File: src/rtl/dasr_pkg.sv
package dasr_pkg;

  // Fixed field widths of the item, result and configuration channels, and of the arc count.
  localparam int IDX_W  = 6;
  localparam int CMD_W  = 3;
  localparam int ANS_W  = 6;
  localparam int TOT_W  = 12;
  localparam int CNT_W  = 13;
  localparam int STAT_W = 2;
  localparam int VCNT_W = 7;

  localparam logic [VCNT_W-1:0] VCOUNT_RESET = 7'd64;

  localparam logic [CMD_W-1:0] CMD_INSERT = 3'd0;
  localparam logic [CMD_W-1:0] CMD_REMOVE = 3'd1;
  localparam logic [CMD_W-1:0] CMD_REACH  = 3'd2;
  localparam logic [CMD_W-1:0] CMD_OUTDEG = 3'd3;
  localparam logic [CMD_W-1:0] CMD_INDEG  = 3'd4;

  localparam logic [STAT_W-1:0] STATUS_OK    = 2'd0;
  localparam logic [STAT_W-1:0] STATUS_RANGE = 2'd1;
  localparam logic [STAT_W-1:0] STATUS_SELF  = 2'd2;

  // Microprogram address.
  localparam int UPC_W = 4;
  typedef logic [UPC_W-1:0] upc_t;

  // Row memory read select.
  typedef logic [1:0] rd_sel_t;
  localparam rd_sel_t RD_NONE  = 2'd0;
  localparam rd_sel_t RD_SRC   = 2'd1;
  localparam rd_sel_t RD_SWEEP = 2'd2;
  localparam rd_sel_t RD_PICK  = 2'd3;

  // Datapath operation.
  typedef logic [3:0] op_t;
  localparam op_t OP_NOP     = 4'd0;
  localparam op_t OP_OUT     = 4'd1;
  localparam op_t OP_INS     = 4'd2;
  localparam op_t OP_REM     = 4'd3;
  localparam op_t OP_LOAD    = 4'd4;
  localparam op_t OP_ACC_ROW = 4'd5;
  localparam op_t OP_ACC_COL = 4'd6;
  localparam op_t OP_MARK    = 4'd7;
  localparam op_t OP_MERGE   = 4'd8;
  localparam op_t OP_REACH   = 4'd9;

  // Jump condition: when true go to target, otherwise to the next step.
  typedef logic [1:0] cond_t;
  localparam cond_t C_NEXT       = 2'd0;
  localparam cond_t C_ALWAYS     = 2'd1;
  localparam cond_t C_U_MORE     = 2'd2;
  localparam cond_t C_REACH_DONE = 2'd3;

  typedef struct packed {
    rd_sel_t rd;
    op_t     op;
    cond_t   cond;
    upc_t    target;
  } ctrl_t;

  typedef struct packed {
    logic u_more;
    logic reach_done;
    logic out_hold;
  } flags_t;

  localparam ctrl_t CTRL_IDLE = '{RD_NONE, OP_NOP, C_NEXT, 4'd0};

  // Microprogram step addresses, the routine entry points among them.
  localparam upc_t U_OUT      = 4'd0;
  localparam upc_t U_INS      = 4'd1;
  localparam upc_t U_INS_WR   = 4'd2;
  localparam upc_t U_REM      = 4'd3;
  localparam upc_t U_REM_WR   = 4'd4;
  localparam upc_t U_ODG      = 4'd5;
  localparam upc_t U_ODG_LD   = 4'd6;
  localparam upc_t U_ODG_ACC  = 4'd7;
  localparam upc_t U_ODG_END  = 4'd8;
  localparam upc_t U_IDG      = 4'd9;
  localparam upc_t U_IDG_ACC  = 4'd10;
  localparam upc_t U_IDG_END  = 4'd11;
  localparam upc_t U_RCH      = 4'd12;
  localparam upc_t U_RCH_MRG  = 4'd13;
  localparam upc_t U_RCH_FIN  = 4'd14;

  // The control store.
  function automatic ctrl_t ucode(input upc_t a);
    ctrl_t w;
    case (a)
      U_OUT:     w = '{RD_NONE,  OP_OUT,     C_NEXT,       U_OUT};
      U_INS:     w = '{RD_SRC,   OP_NOP,     C_NEXT,       U_OUT};
      U_INS_WR:  w = '{RD_NONE,  OP_INS,     C_ALWAYS,     U_OUT};
      U_REM:     w = '{RD_SRC,   OP_NOP,     C_NEXT,       U_OUT};
      U_REM_WR:  w = '{RD_NONE,  OP_REM,     C_ALWAYS,     U_OUT};
      U_ODG:     w = '{RD_SRC,   OP_NOP,     C_NEXT,       U_OUT};
      U_ODG_LD:  w = '{RD_NONE,  OP_LOAD,    C_NEXT,       U_OUT};
      U_ODG_ACC: w = '{RD_NONE,  OP_ACC_ROW, C_U_MORE,     U_ODG_ACC};
      U_ODG_END: w = '{RD_NONE,  OP_NOP,     C_ALWAYS,     U_OUT};
      U_IDG:     w = '{RD_SWEEP, OP_NOP,     C_NEXT,       U_OUT};
      U_IDG_ACC: w = '{RD_NONE,  OP_ACC_COL, C_U_MORE,     U_IDG};
      U_IDG_END: w = '{RD_NONE,  OP_NOP,     C_ALWAYS,     U_OUT};
      U_RCH:     w = '{RD_PICK,  OP_MARK,    C_REACH_DONE, U_RCH_FIN};
      U_RCH_MRG: w = '{RD_NONE,  OP_MERGE,   C_ALWAYS,     U_RCH};
      U_RCH_FIN: w = '{RD_NONE,  OP_REACH,   C_ALWAYS,     U_OUT};
      default:   w = '{RD_NONE,  OP_NOP,     C_ALWAYS,     U_OUT};
    endcase
    return w;
  endfunction

  // Dispatch of an accepted item to its routine.
  function automatic upc_t entry_of(input logic [CMD_W-1:0] c, input logic fault);
    upc_t e;
    if (fault) begin
      e = U_OUT;
    end else begin
      case (c)
        CMD_INSERT: e = U_INS;
        CMD_REMOVE: e = U_REM;
        CMD_REACH:  e = U_RCH;
        CMD_OUTDEG: e = U_ODG;
        CMD_INDEG:  e = U_IDG;
        default:    e = U_OUT;
      endcase
    end
    return e;
  endfunction

endpackage

File: src/rtl/digraph_arc_store_reachability.sv
// Channel   Direction  Handshake                Payload
// in        input      in_valid / in_stall      cmd, src_vertex, dst_vertex
// out       output     out_valid / out_stall    answer, arc_total, status
// cfg       input      cfg_valid / cfg_ready    cfg_vertex_count
//
// Items are worked one at a time by a short microprogram. The time to the
// next input transfer grows with the vertices in use for out-degree,
// in-degree and reach; the one read port of the row memory sets this.
// Synchronous reset empties the graph at once through per-row valid bits.
// A stalled result holds while the next item is worked, then blocks its end.
module digraph_arc_store_reachability
  import dasr_pkg::*;
#(
  parameter int MAX_VERTICES = 64
) (
  input  logic              clk,
  input  logic              rst,
  input  logic              in_valid,
  output logic              in_stall,
  input  logic [CMD_W-1:0]  cmd,
  input  logic [IDX_W-1:0]  src_vertex,
  input  logic [IDX_W-1:0]  dst_vertex,
  output logic              out_valid,
  input  logic              out_stall,
  output logic [ANS_W-1:0]  answer,
  output logic [TOT_W-1:0]  arc_total,
  output logic [STAT_W-1:0] status,
  input  logic              cfg_valid,
  output logic              cfg_ready,
  input  logic [VCNT_W-1:0] cfg_vertex_count
);

  localparam int VW = (MAX_VERTICES > 1) ? $clog2(MAX_VERTICES) : 1;

  logic                    busy;
  logic                    in_accept;
  ctrl_t                   ctrl;
  flags_t                  flags;
  upc_t                    entry;
  logic                    ram_we;
  logic [VW-1:0]           ram_waddr;
  logic [MAX_VERTICES-1:0] ram_wdata;
  logic                    ram_re;
  logic [VW-1:0]           ram_raddr;
  logic [MAX_VERTICES-1:0] ram_rdata;

  // The sequencer owns the whole item, so input is held off while it runs.
  assign in_stall  = busy;
  assign in_accept = in_valid && !in_stall;

  // The vertex count is only rewritten between items.
  assign cfg_ready = !busy;

  dasr_seq u_seq (
    .clk       (clk),
    .rst       (rst),
    .in_accept (in_accept),
    .entry     (entry),
    .flags     (flags),
    .busy      (busy),
    .ctrl      (ctrl)
  );

  dasr_dpath #(
    .MAX_VERTICES (MAX_VERTICES)
  ) u_dpath (
    .clk              (clk),
    .rst              (rst),
    .ctrl             (ctrl),
    .in_accept        (in_accept),
    .cmd              (cmd),
    .src_vertex       (src_vertex),
    .dst_vertex       (dst_vertex),
    .cfg_we           (cfg_valid && cfg_ready),
    .cfg_vertex_count (cfg_vertex_count),
    .out_stall        (out_stall),
    .entry            (entry),
    .flags            (flags),
    .ram_we           (ram_we),
    .ram_waddr        (ram_waddr),
    .ram_wdata        (ram_wdata),
    .ram_re           (ram_re),
    .ram_raddr        (ram_raddr),
    .ram_rdata        (ram_rdata),
    .out_valid        (out_valid),
    .answer           (answer),
    .arc_total        (arc_total),
    .status           (status)
  );

  // One row of arc bits per tail vertex.
  dasr_ram #(
    .WIDTH (MAX_VERTICES),
    .DEPTH (MAX_VERTICES)
  ) u_rows (
    .clk   (clk),
    .we    (ram_we),
    .waddr (ram_waddr),
    .wdata (ram_wdata),
    .re    (ram_re),
    .raddr (ram_raddr),
    .rdata (ram_rdata)
  );

endmodule

File: src/rtl/dasr_ram.sv
module dasr_ram #(
  parameter int WIDTH = 64,
  parameter int DEPTH = 64,
  localparam int AW = (DEPTH > 1) ? $clog2(DEPTH) : 1
) (
  input  logic             clk,
  input  logic             we,
  input  logic [AW-1:0]    waddr,
  input  logic [WIDTH-1:0] wdata,
  input  logic             re,
  input  logic [AW-1:0]    raddr,
  output logic [WIDTH-1:0] rdata
);

  logic [WIDTH-1:0] mem [DEPTH];

  always_ff @(posedge clk) begin
    if (we) begin
      mem[waddr] <= wdata;
    end
    if (re) begin
      rdata <= mem[raddr];
    end
  end

endmodule

File: src/rtl/dasr_seq.sv
module dasr_seq
  import dasr_pkg::*;
(
  input  logic   clk,
  input  logic   rst,
  input  logic   in_accept,
  input  upc_t   entry,
  input  flags_t flags,
  output logic   busy,
  output ctrl_t  ctrl
);

  upc_t  upc;
  ctrl_t word;
  logic  jump;

  always_comb begin
    word = ucode(upc);
    case (word.cond)
      C_ALWAYS:     jump = 1'b1;
      C_U_MORE:     jump = flags.u_more;
      C_REACH_DONE: jump = flags.reach_done;
      default:      jump = 1'b0;
    endcase
    ctrl = busy ? word : CTRL_IDLE;
  end

  always_ff @(posedge clk) begin
    if (rst) begin
      busy <= 1'b0;
      upc  <= U_OUT;
    end else if (!busy) begin
      if (in_accept) begin
        busy <= 1'b1;
        upc  <= entry;
      end
    end else if (word.op == OP_OUT) begin
      // The result step waits here until the output register is free.
      if (!flags.out_hold) begin
        busy <= 1'b0;
      end
    end else begin
      upc <= jump ? word.target : upc_t'(upc + 1'b1);
    end
  end

endmodule

File: src/rtl/dasr_dpath.sv
module dasr_dpath
  import dasr_pkg::*;
#(
  parameter int MAX_VERTICES = 64,
  localparam int VW = (MAX_VERTICES > 1) ? $clog2(MAX_VERTICES) : 1
) (
  input  logic                    clk,
  input  logic                    rst,
  input  ctrl_t                   ctrl,
  input  logic                    in_accept,
  input  logic [CMD_W-1:0]        cmd,
  input  logic [IDX_W-1:0]        src_vertex,
  input  logic [IDX_W-1:0]        dst_vertex,
  input  logic                    cfg_we,
  input  logic [VCNT_W-1:0]       cfg_vertex_count,
  input  logic                    out_stall,
  output upc_t                    entry,
  output flags_t                  flags,
  output logic                    ram_we,
  output logic [VW-1:0]           ram_waddr,
  output logic [MAX_VERTICES-1:0] ram_wdata,
  output logic                    ram_re,
  output logic [VW-1:0]           ram_raddr,
  input  logic [MAX_VERTICES-1:0] ram_rdata,
  output logic                    out_valid,
  output logic [ANS_W-1:0]        answer,
  output logic [TOT_W-1:0]        arc_total,
  output logic [STAT_W-1:0]       status
);

  localparam int LW      = $clog2(MAX_VERTICES + 1);
  localparam int CW      = (LW > IDX_W) ? LW : IDX_W;
  localparam int CMPW    = (LW > VCNT_W) ? LW : VCNT_W;
  localparam int LIM_RST = (MAX_VERTICES < int'(VCOUNT_RESET)) ?
                           MAX_VERTICES : int'(VCOUNT_RESET);

  logic [LW-1:0]           lim;
  logic [LW-1:0]           lim_new;
  logic [MAX_VERTICES-1:0] mask;
  logic [MAX_VERTICES-1:0] vld;
  logic                    vld_q;
  logic [MAX_VERTICES-1:0] row;
  logic [MAX_VERTICES-1:0] row_reg;
  logic [MAX_VERTICES-1:0] visited;
  logic [MAX_VERTICES-1:0] done;
  logic [MAX_VERTICES-1:0] pend;
  logic [MAX_VERTICES-1:0] low;
  logic [MAX_VERTICES-1:0] tbit;
  logic [VW-1:0]           pick;
  logic [VW-1:0]           s_idx;
  logic [VW-1:0]           t_idx;
  logic [VW-1:0]           u_idx;
  logic [LW-1:0]           u;
  logic [LW-1:0]           acc;
  logic [STAT_W-1:0]       status_r;
  logic [STAT_W-1:0]       st_new;
  logic [CNT_W-1:0]        arc_cnt;
  logic                    s_ok;
  logic                    t_ok;
  logic                    bit_t;
  logic                    out_load;

  // Classification of the incoming item.
  always_comb begin
    s_ok = CW'(src_vertex) < CW'(lim);
    t_ok = CW'(dst_vertex) < CW'(lim);
    case (cmd)
      CMD_INSERT: st_new = !(s_ok && t_ok) ? STATUS_RANGE :
                           (src_vertex == dst_vertex) ? STATUS_SELF : STATUS_OK;
      CMD_REMOVE,
      CMD_REACH:  st_new = (s_ok && t_ok) ? STATUS_OK : STATUS_RANGE;
      CMD_OUTDEG: st_new = s_ok ? STATUS_OK : STATUS_RANGE;
      CMD_INDEG:  st_new = t_ok ? STATUS_OK : STATUS_RANGE;
      default:    st_new = STATUS_OK;
    endcase
    entry = entry_of(cmd, st_new != STATUS_OK);
  end

  // A row that was never written reads as empty.
  assign row   = vld_q ? ram_rdata : '0;
  assign tbit  = MAX_VERTICES'(1) << t_idx;
  assign bit_t = row[t_idx];
  assign u_idx = u[VW-1:0];

  // Lowest vertex that is reached but not yet expanded.
  always_comb begin
    pend = visited & ~done;
    low  = pend & (~pend + MAX_VERTICES'(1));
    pick = '0;
    for (int i = 0; i < MAX_VERTICES; i++) begin
      if (low[i]) begin
        pick = pick | VW'(i);
      end
    end
  end

  always_comb begin
    flags.u_more     = ({1'b0, u} + 1'b1) < {1'b0, lim};
    flags.reach_done = (pend == '0) || visited[t_idx];
    flags.out_hold   = out_valid && out_stall;
    out_load         = (ctrl.op == OP_OUT) && !flags.out_hold;
  end

  always_comb begin
    ram_we    = ((ctrl.op == OP_INS) && !bit_t) || ((ctrl.op == OP_REM) && bit_t);
    ram_waddr = s_idx;
    ram_wdata = (ctrl.op == OP_INS) ? (row | tbit) : (row & ~tbit);
    ram_re    = ctrl.rd != RD_NONE;
    case (ctrl.rd)
      RD_SWEEP: ram_raddr = u_idx;
      RD_PICK:  ram_raddr = pick;
      default:  ram_raddr = s_idx;
    endcase
  end

  always_comb begin
    if (CMPW'(cfg_vertex_count) >= CMPW'(MAX_VERTICES)) begin
      lim_new = LW'(MAX_VERTICES);
    end else begin
      lim_new = LW'(cfg_vertex_count);
    end
  end

  // Configuration, arc count and row valid bits.
  always_ff @(posedge clk) begin
    if (rst) begin
      lim     <= LW'(LIM_RST);
      for (int i = 0; i < MAX_VERTICES; i++) begin
        mask[i] <= i < LIM_RST;
      end
      vld     <= '0;
      vld_q   <= 1'b0;
      arc_cnt <= '0;
    end else begin
      if (cfg_we) begin
        lim <= lim_new;
        for (int i = 0; i < MAX_VERTICES; i++) begin
          mask[i] <= CMPW'(i) < CMPW'(lim_new);
        end
      end
      if (ram_we) begin
        vld[s_idx] <= 1'b1;
      end
      if (ram_re) begin
        vld_q <= vld[ram_raddr];
      end
      if (ctrl.op == OP_INS && !bit_t) begin
        arc_cnt <= arc_cnt + 1'b1;
      end else if (ctrl.op == OP_REM && bit_t) begin
        arc_cnt <= arc_cnt - 1'b1;
      end
    end
  end

  // Working registers of the current item.
  always_ff @(posedge clk) begin
    if (in_accept) begin
      s_idx    <= VW'(src_vertex);
      t_idx    <= VW'(dst_vertex);
      status_r <= st_new;
      acc      <= '0;
      u        <= '0;
      visited  <= MAX_VERTICES'(1) << VW'(src_vertex);
      done     <= '0;
    end else begin
      case (ctrl.op)
        OP_LOAD:    row_reg <= row;
        OP_ACC_ROW: begin
          acc <= acc + LW'(row_reg[u_idx]);
          u   <= u + 1'b1;
        end
        OP_ACC_COL: begin
          acc <= acc + LW'(bit_t);
          u   <= u + 1'b1;
        end
        OP_MARK:    done    <= done | low;
        OP_MERGE:   visited <= visited | (row & mask);
        OP_REACH:   acc     <= LW'(visited[t_idx]);
        default:    ;
      endcase
    end
  end

  // Output register.
  always_ff @(posedge clk) begin
    if (rst) begin
      out_valid <= 1'b0;
    end else if (out_load) begin
      out_valid <= 1'b1;
    end else if (!out_stall) begin
      out_valid <= 1'b0;
    end
  end

  always_ff @(posedge clk) begin
    if (out_load) begin
      answer    <= ANS_W'(acc);
      arc_total <= arc_cnt[TOT_W-1:0];
      status    <= status_r;
    end
  end

endmodule

File: config.mk
export PLATFORM = sky130hd
export DESIGN_NAME = digraph_arc_store_reachability
export DESIGN_NICKNAME = d
export VERILOG_FILES = /design/src/rtl/dasr_pkg.sv /design/src/rtl/digraph_arc_store_reachability.sv /design/src/rtl/dasr_ram.sv /design/src/rtl/dasr_seq.sv /design/src/rtl/dasr_dpath.sv
export SDC_FILE = /design/constraint.sdc
export NUM_CORES = 2
export LEC_CHECK = 0
export BUFFER_PORTS_ARGS = -buffer_cell sky130_fd_sc_hd__buf_2
export CAP_MARGIN = 40
export CELL_PAD_IN_SITES_DETAIL_PLACEMENT = 0
export CELL_PAD_IN_SITES_GLOBAL_PLACEMENT = 1
export CORE_ASPECT_RATIO = 1.4
export CORE_MARGIN = 1.5
export CORE_UTILIZATION = 35
export CTS_BUF_LIST = sky130_fd_sc_hd__clkbuf_4 sky130_fd_sc_hd__clkbuf_8
export DETAILED_ROUTE_END_ITERATION = 6
export PLACE_DENSITY_LB_ADDON = 0.05
export REMOVE_ABC_BUFFERS = 1
export SYNTH_ARGS = -nofsm -noshare
export SYNTH_HDL_FRONTEND = slang
export SYNTH_HIERARCHICAL = 1
export SYNTH_MEMORY_MAX_BITS = 65536
export SYNTH_SLANG_ARGS = --single-unit
export TNS_END_PERCENT = 10
File: constraint.sdc
create_clock -name clk -period 13.35 [get_ports clk]
set_input_delay 2.67 -clock clk [delete_from_list [all_inputs] [get_ports clk]]
set_output_delay 2.67 -clock clk [all_outputs]
set_load 0.01 [all_outputs]
==> qor.txt <==
GPL Wtd Cong: 0.828
failing checks: DRC
largest net degree at the start of global routing: 124
DP HPWL: 396000 um
PostCTS Resize Cnt: 0
Clock Pin Slew Worst Setup and Hold Paths: 60 ps
drc violations: 3
Ports: 50
crit path DAT: 8600 ps
first-pass GRT wire length: 870000 um
total track usage: 24.7%
Fin. Hold Viols: 0
final worst-path cycle share: 56.8%
hold endpoint: u_dpath/status[0]
maximum vdd drop: 116 uV
vias per cell: 5.63
Final #Nets: 9769
WL per Instance: 37.7 um
Power Density: 144 nW/um2
status: finished, violations left
R2R depth: 14
Slew Viols, Final: 0
GRT Residual Overflow: 0
register area: 135000 um2
LEAKAGE: 67.2 nW
H-Tree Depth: 6
most common cell after layout, fill and taps aside: edfxtp_1
R2R Path Start: u_dpath/visited[23]
area of the multi-input gates: 42600 um2
Hold Crit Start: u_dpath/status_r[0]
Die H: 848 um
Hold WC Path Type: register to register
max-cap violations: 0
die width: 607 um
layout cells sized above 1: 28.7%
CTS tree: yes
Row Count: 310
Sink Count: 4564
First-pass DRT Iterations: 7
Core Footprint: 509000 um2
Most flops, register: u_rows/mem
port buffer count: 49
kind of critical path: register to register
unrepaired setup endpoints after global routing: no
cell at the root of the clock tree: clkbuf_8
Post-Syn Area: 179000 um2
number of global-route vias before repair: 100k
hold buffer count at CTS: 0
Total Wirelength: 642000 um
Clock Skews: 88.3 ps
Total Die Area: 515000 um2
r2r setup slk: 5760 ps
relative slew slack: 22.4%
clock latency on the worst-skew pair: 1340 ps
Fin Hold WS: 428 ps
CTS Buf Count: 734
Worst EP required: 14370 ps
Setup crit end kind: register
DRT iter0 DRCs: 8927
fin crit period: 7590 ps
initial core utilization: 35.1%
r2r endpoint: u_rows/rdata[35]
Critical Path Fanout Max: 81
Ys Warns: 6
Max clock buf depth: 4
Syn Inst Count: 8986
Worst Tran Pin Value: 1160 ps
Fmax: 0.132 GHz
Cell Area, Placed: 191000 um2
Startpoint Class: register
vias: 95.8k
antenna-violating nets left: 0
Hold Path Cell Cnt: 0
syn avg cell area: 19.9 um2
area grow syn2layout: 15.0%
initial antenna violation count: 36
Post-CTS Setup Inserts: 0
final setup vio count: 0
leading cell types in the layout, fill and taps excluded: 4322 x edfxtp_1, 1087 x mux4_2, 758 x clkbuf_8
fill count: 45.6k
max reg flops: 4096
final instance area: 206000 um2
[power breakdown]
group | internal, W | leakage [nW] | total [W] | switching (W)
clock | 0.00623 | 7.51 | 0.0119 | 0.00571
sequential | 0.0156 | 43.2 | 0.0157 | 0.0000822
combinational | 0.000667 | 16.5 | 0.00188 | 0.00121
total | 0.0225 | 67.2 | 0.0295 | 0.00701
[critical path: stages, from the launching register on]
cell,delay (ps)
edfxtp_1,460
nor2b_1,200
or3_1,480
nor4_2,670
nand3_2,500
nor4_2,730
nor2_1,180
a41oi_4,200
buf_12,500
buf_4,740
buf_4,730
mux2i_1,670
nand2_1,110
a41oi_1,560
a211oi_1,140
[through the flow]
step	setup slack (ps)	cells	util [%]	total power [W]	setup TNS (ps)
finish	5760	17000	40.4	0.0295	0
global route	5490	17000	40.4	0.0305	0
floorplan	-18030	8480	-	0.0177	-1347390
global placement	4890	15600	37.2	0.0179	0
CTS	5560	17000	40.4	0.0299	0
detailed placement	5630	15700	37.6	0.0179	0
[area by class of cell]
type	instances	share of cell area (%)
diodes	17	0.0207
clock buffers	1037	6.10
clock inverters	286	0.817
inverters	127	0.248
multi-input cells	3789	20.7
flip-flops and latches	4564	65.5
well taps	6708	4.08
repair buffers	492	2.48
[how the worst max path moves through the flow]
| stage | start | to | slack, ps | cells past startpoint |
|---|---|---|---|---|
| 6_report | u_dpath/visited[23] | u_rows/rdata[35] | 5760 | 14 |
| 4_1_cts | u_dpath/visited[23] | u_rows/rdata[35] | 5560 | 14 |
| 2_1_floorplan | u_dpath/visited[2] | u_rows/rdata[11] | -18030 | 11 |
| 3_5_place_dp | u_dpath/visited[23] | u_rows/rdata[35] | 5630 | 14 |
| 3_3_place_gp | u_dpath/vld_q | u_rows/mem[6][61] | 4890 | 11 |
| 5_1_grt | u_dpath/visited[23] | u_rows/rdata[35] | 5490 | 14 |
[metal layers]
metal,share of wire [%],up-vias,GRT usage (%),wire (um)
li1,-,38800,-,-
met1,38,53000,29.7,245000
met2,53,3049,44.8,338000
met3,4.7,980,3.23,30100
met4,4.5,4,9.88,29000
met5,0.0048,-,0,31
Power figures use the tool's default switching activity.
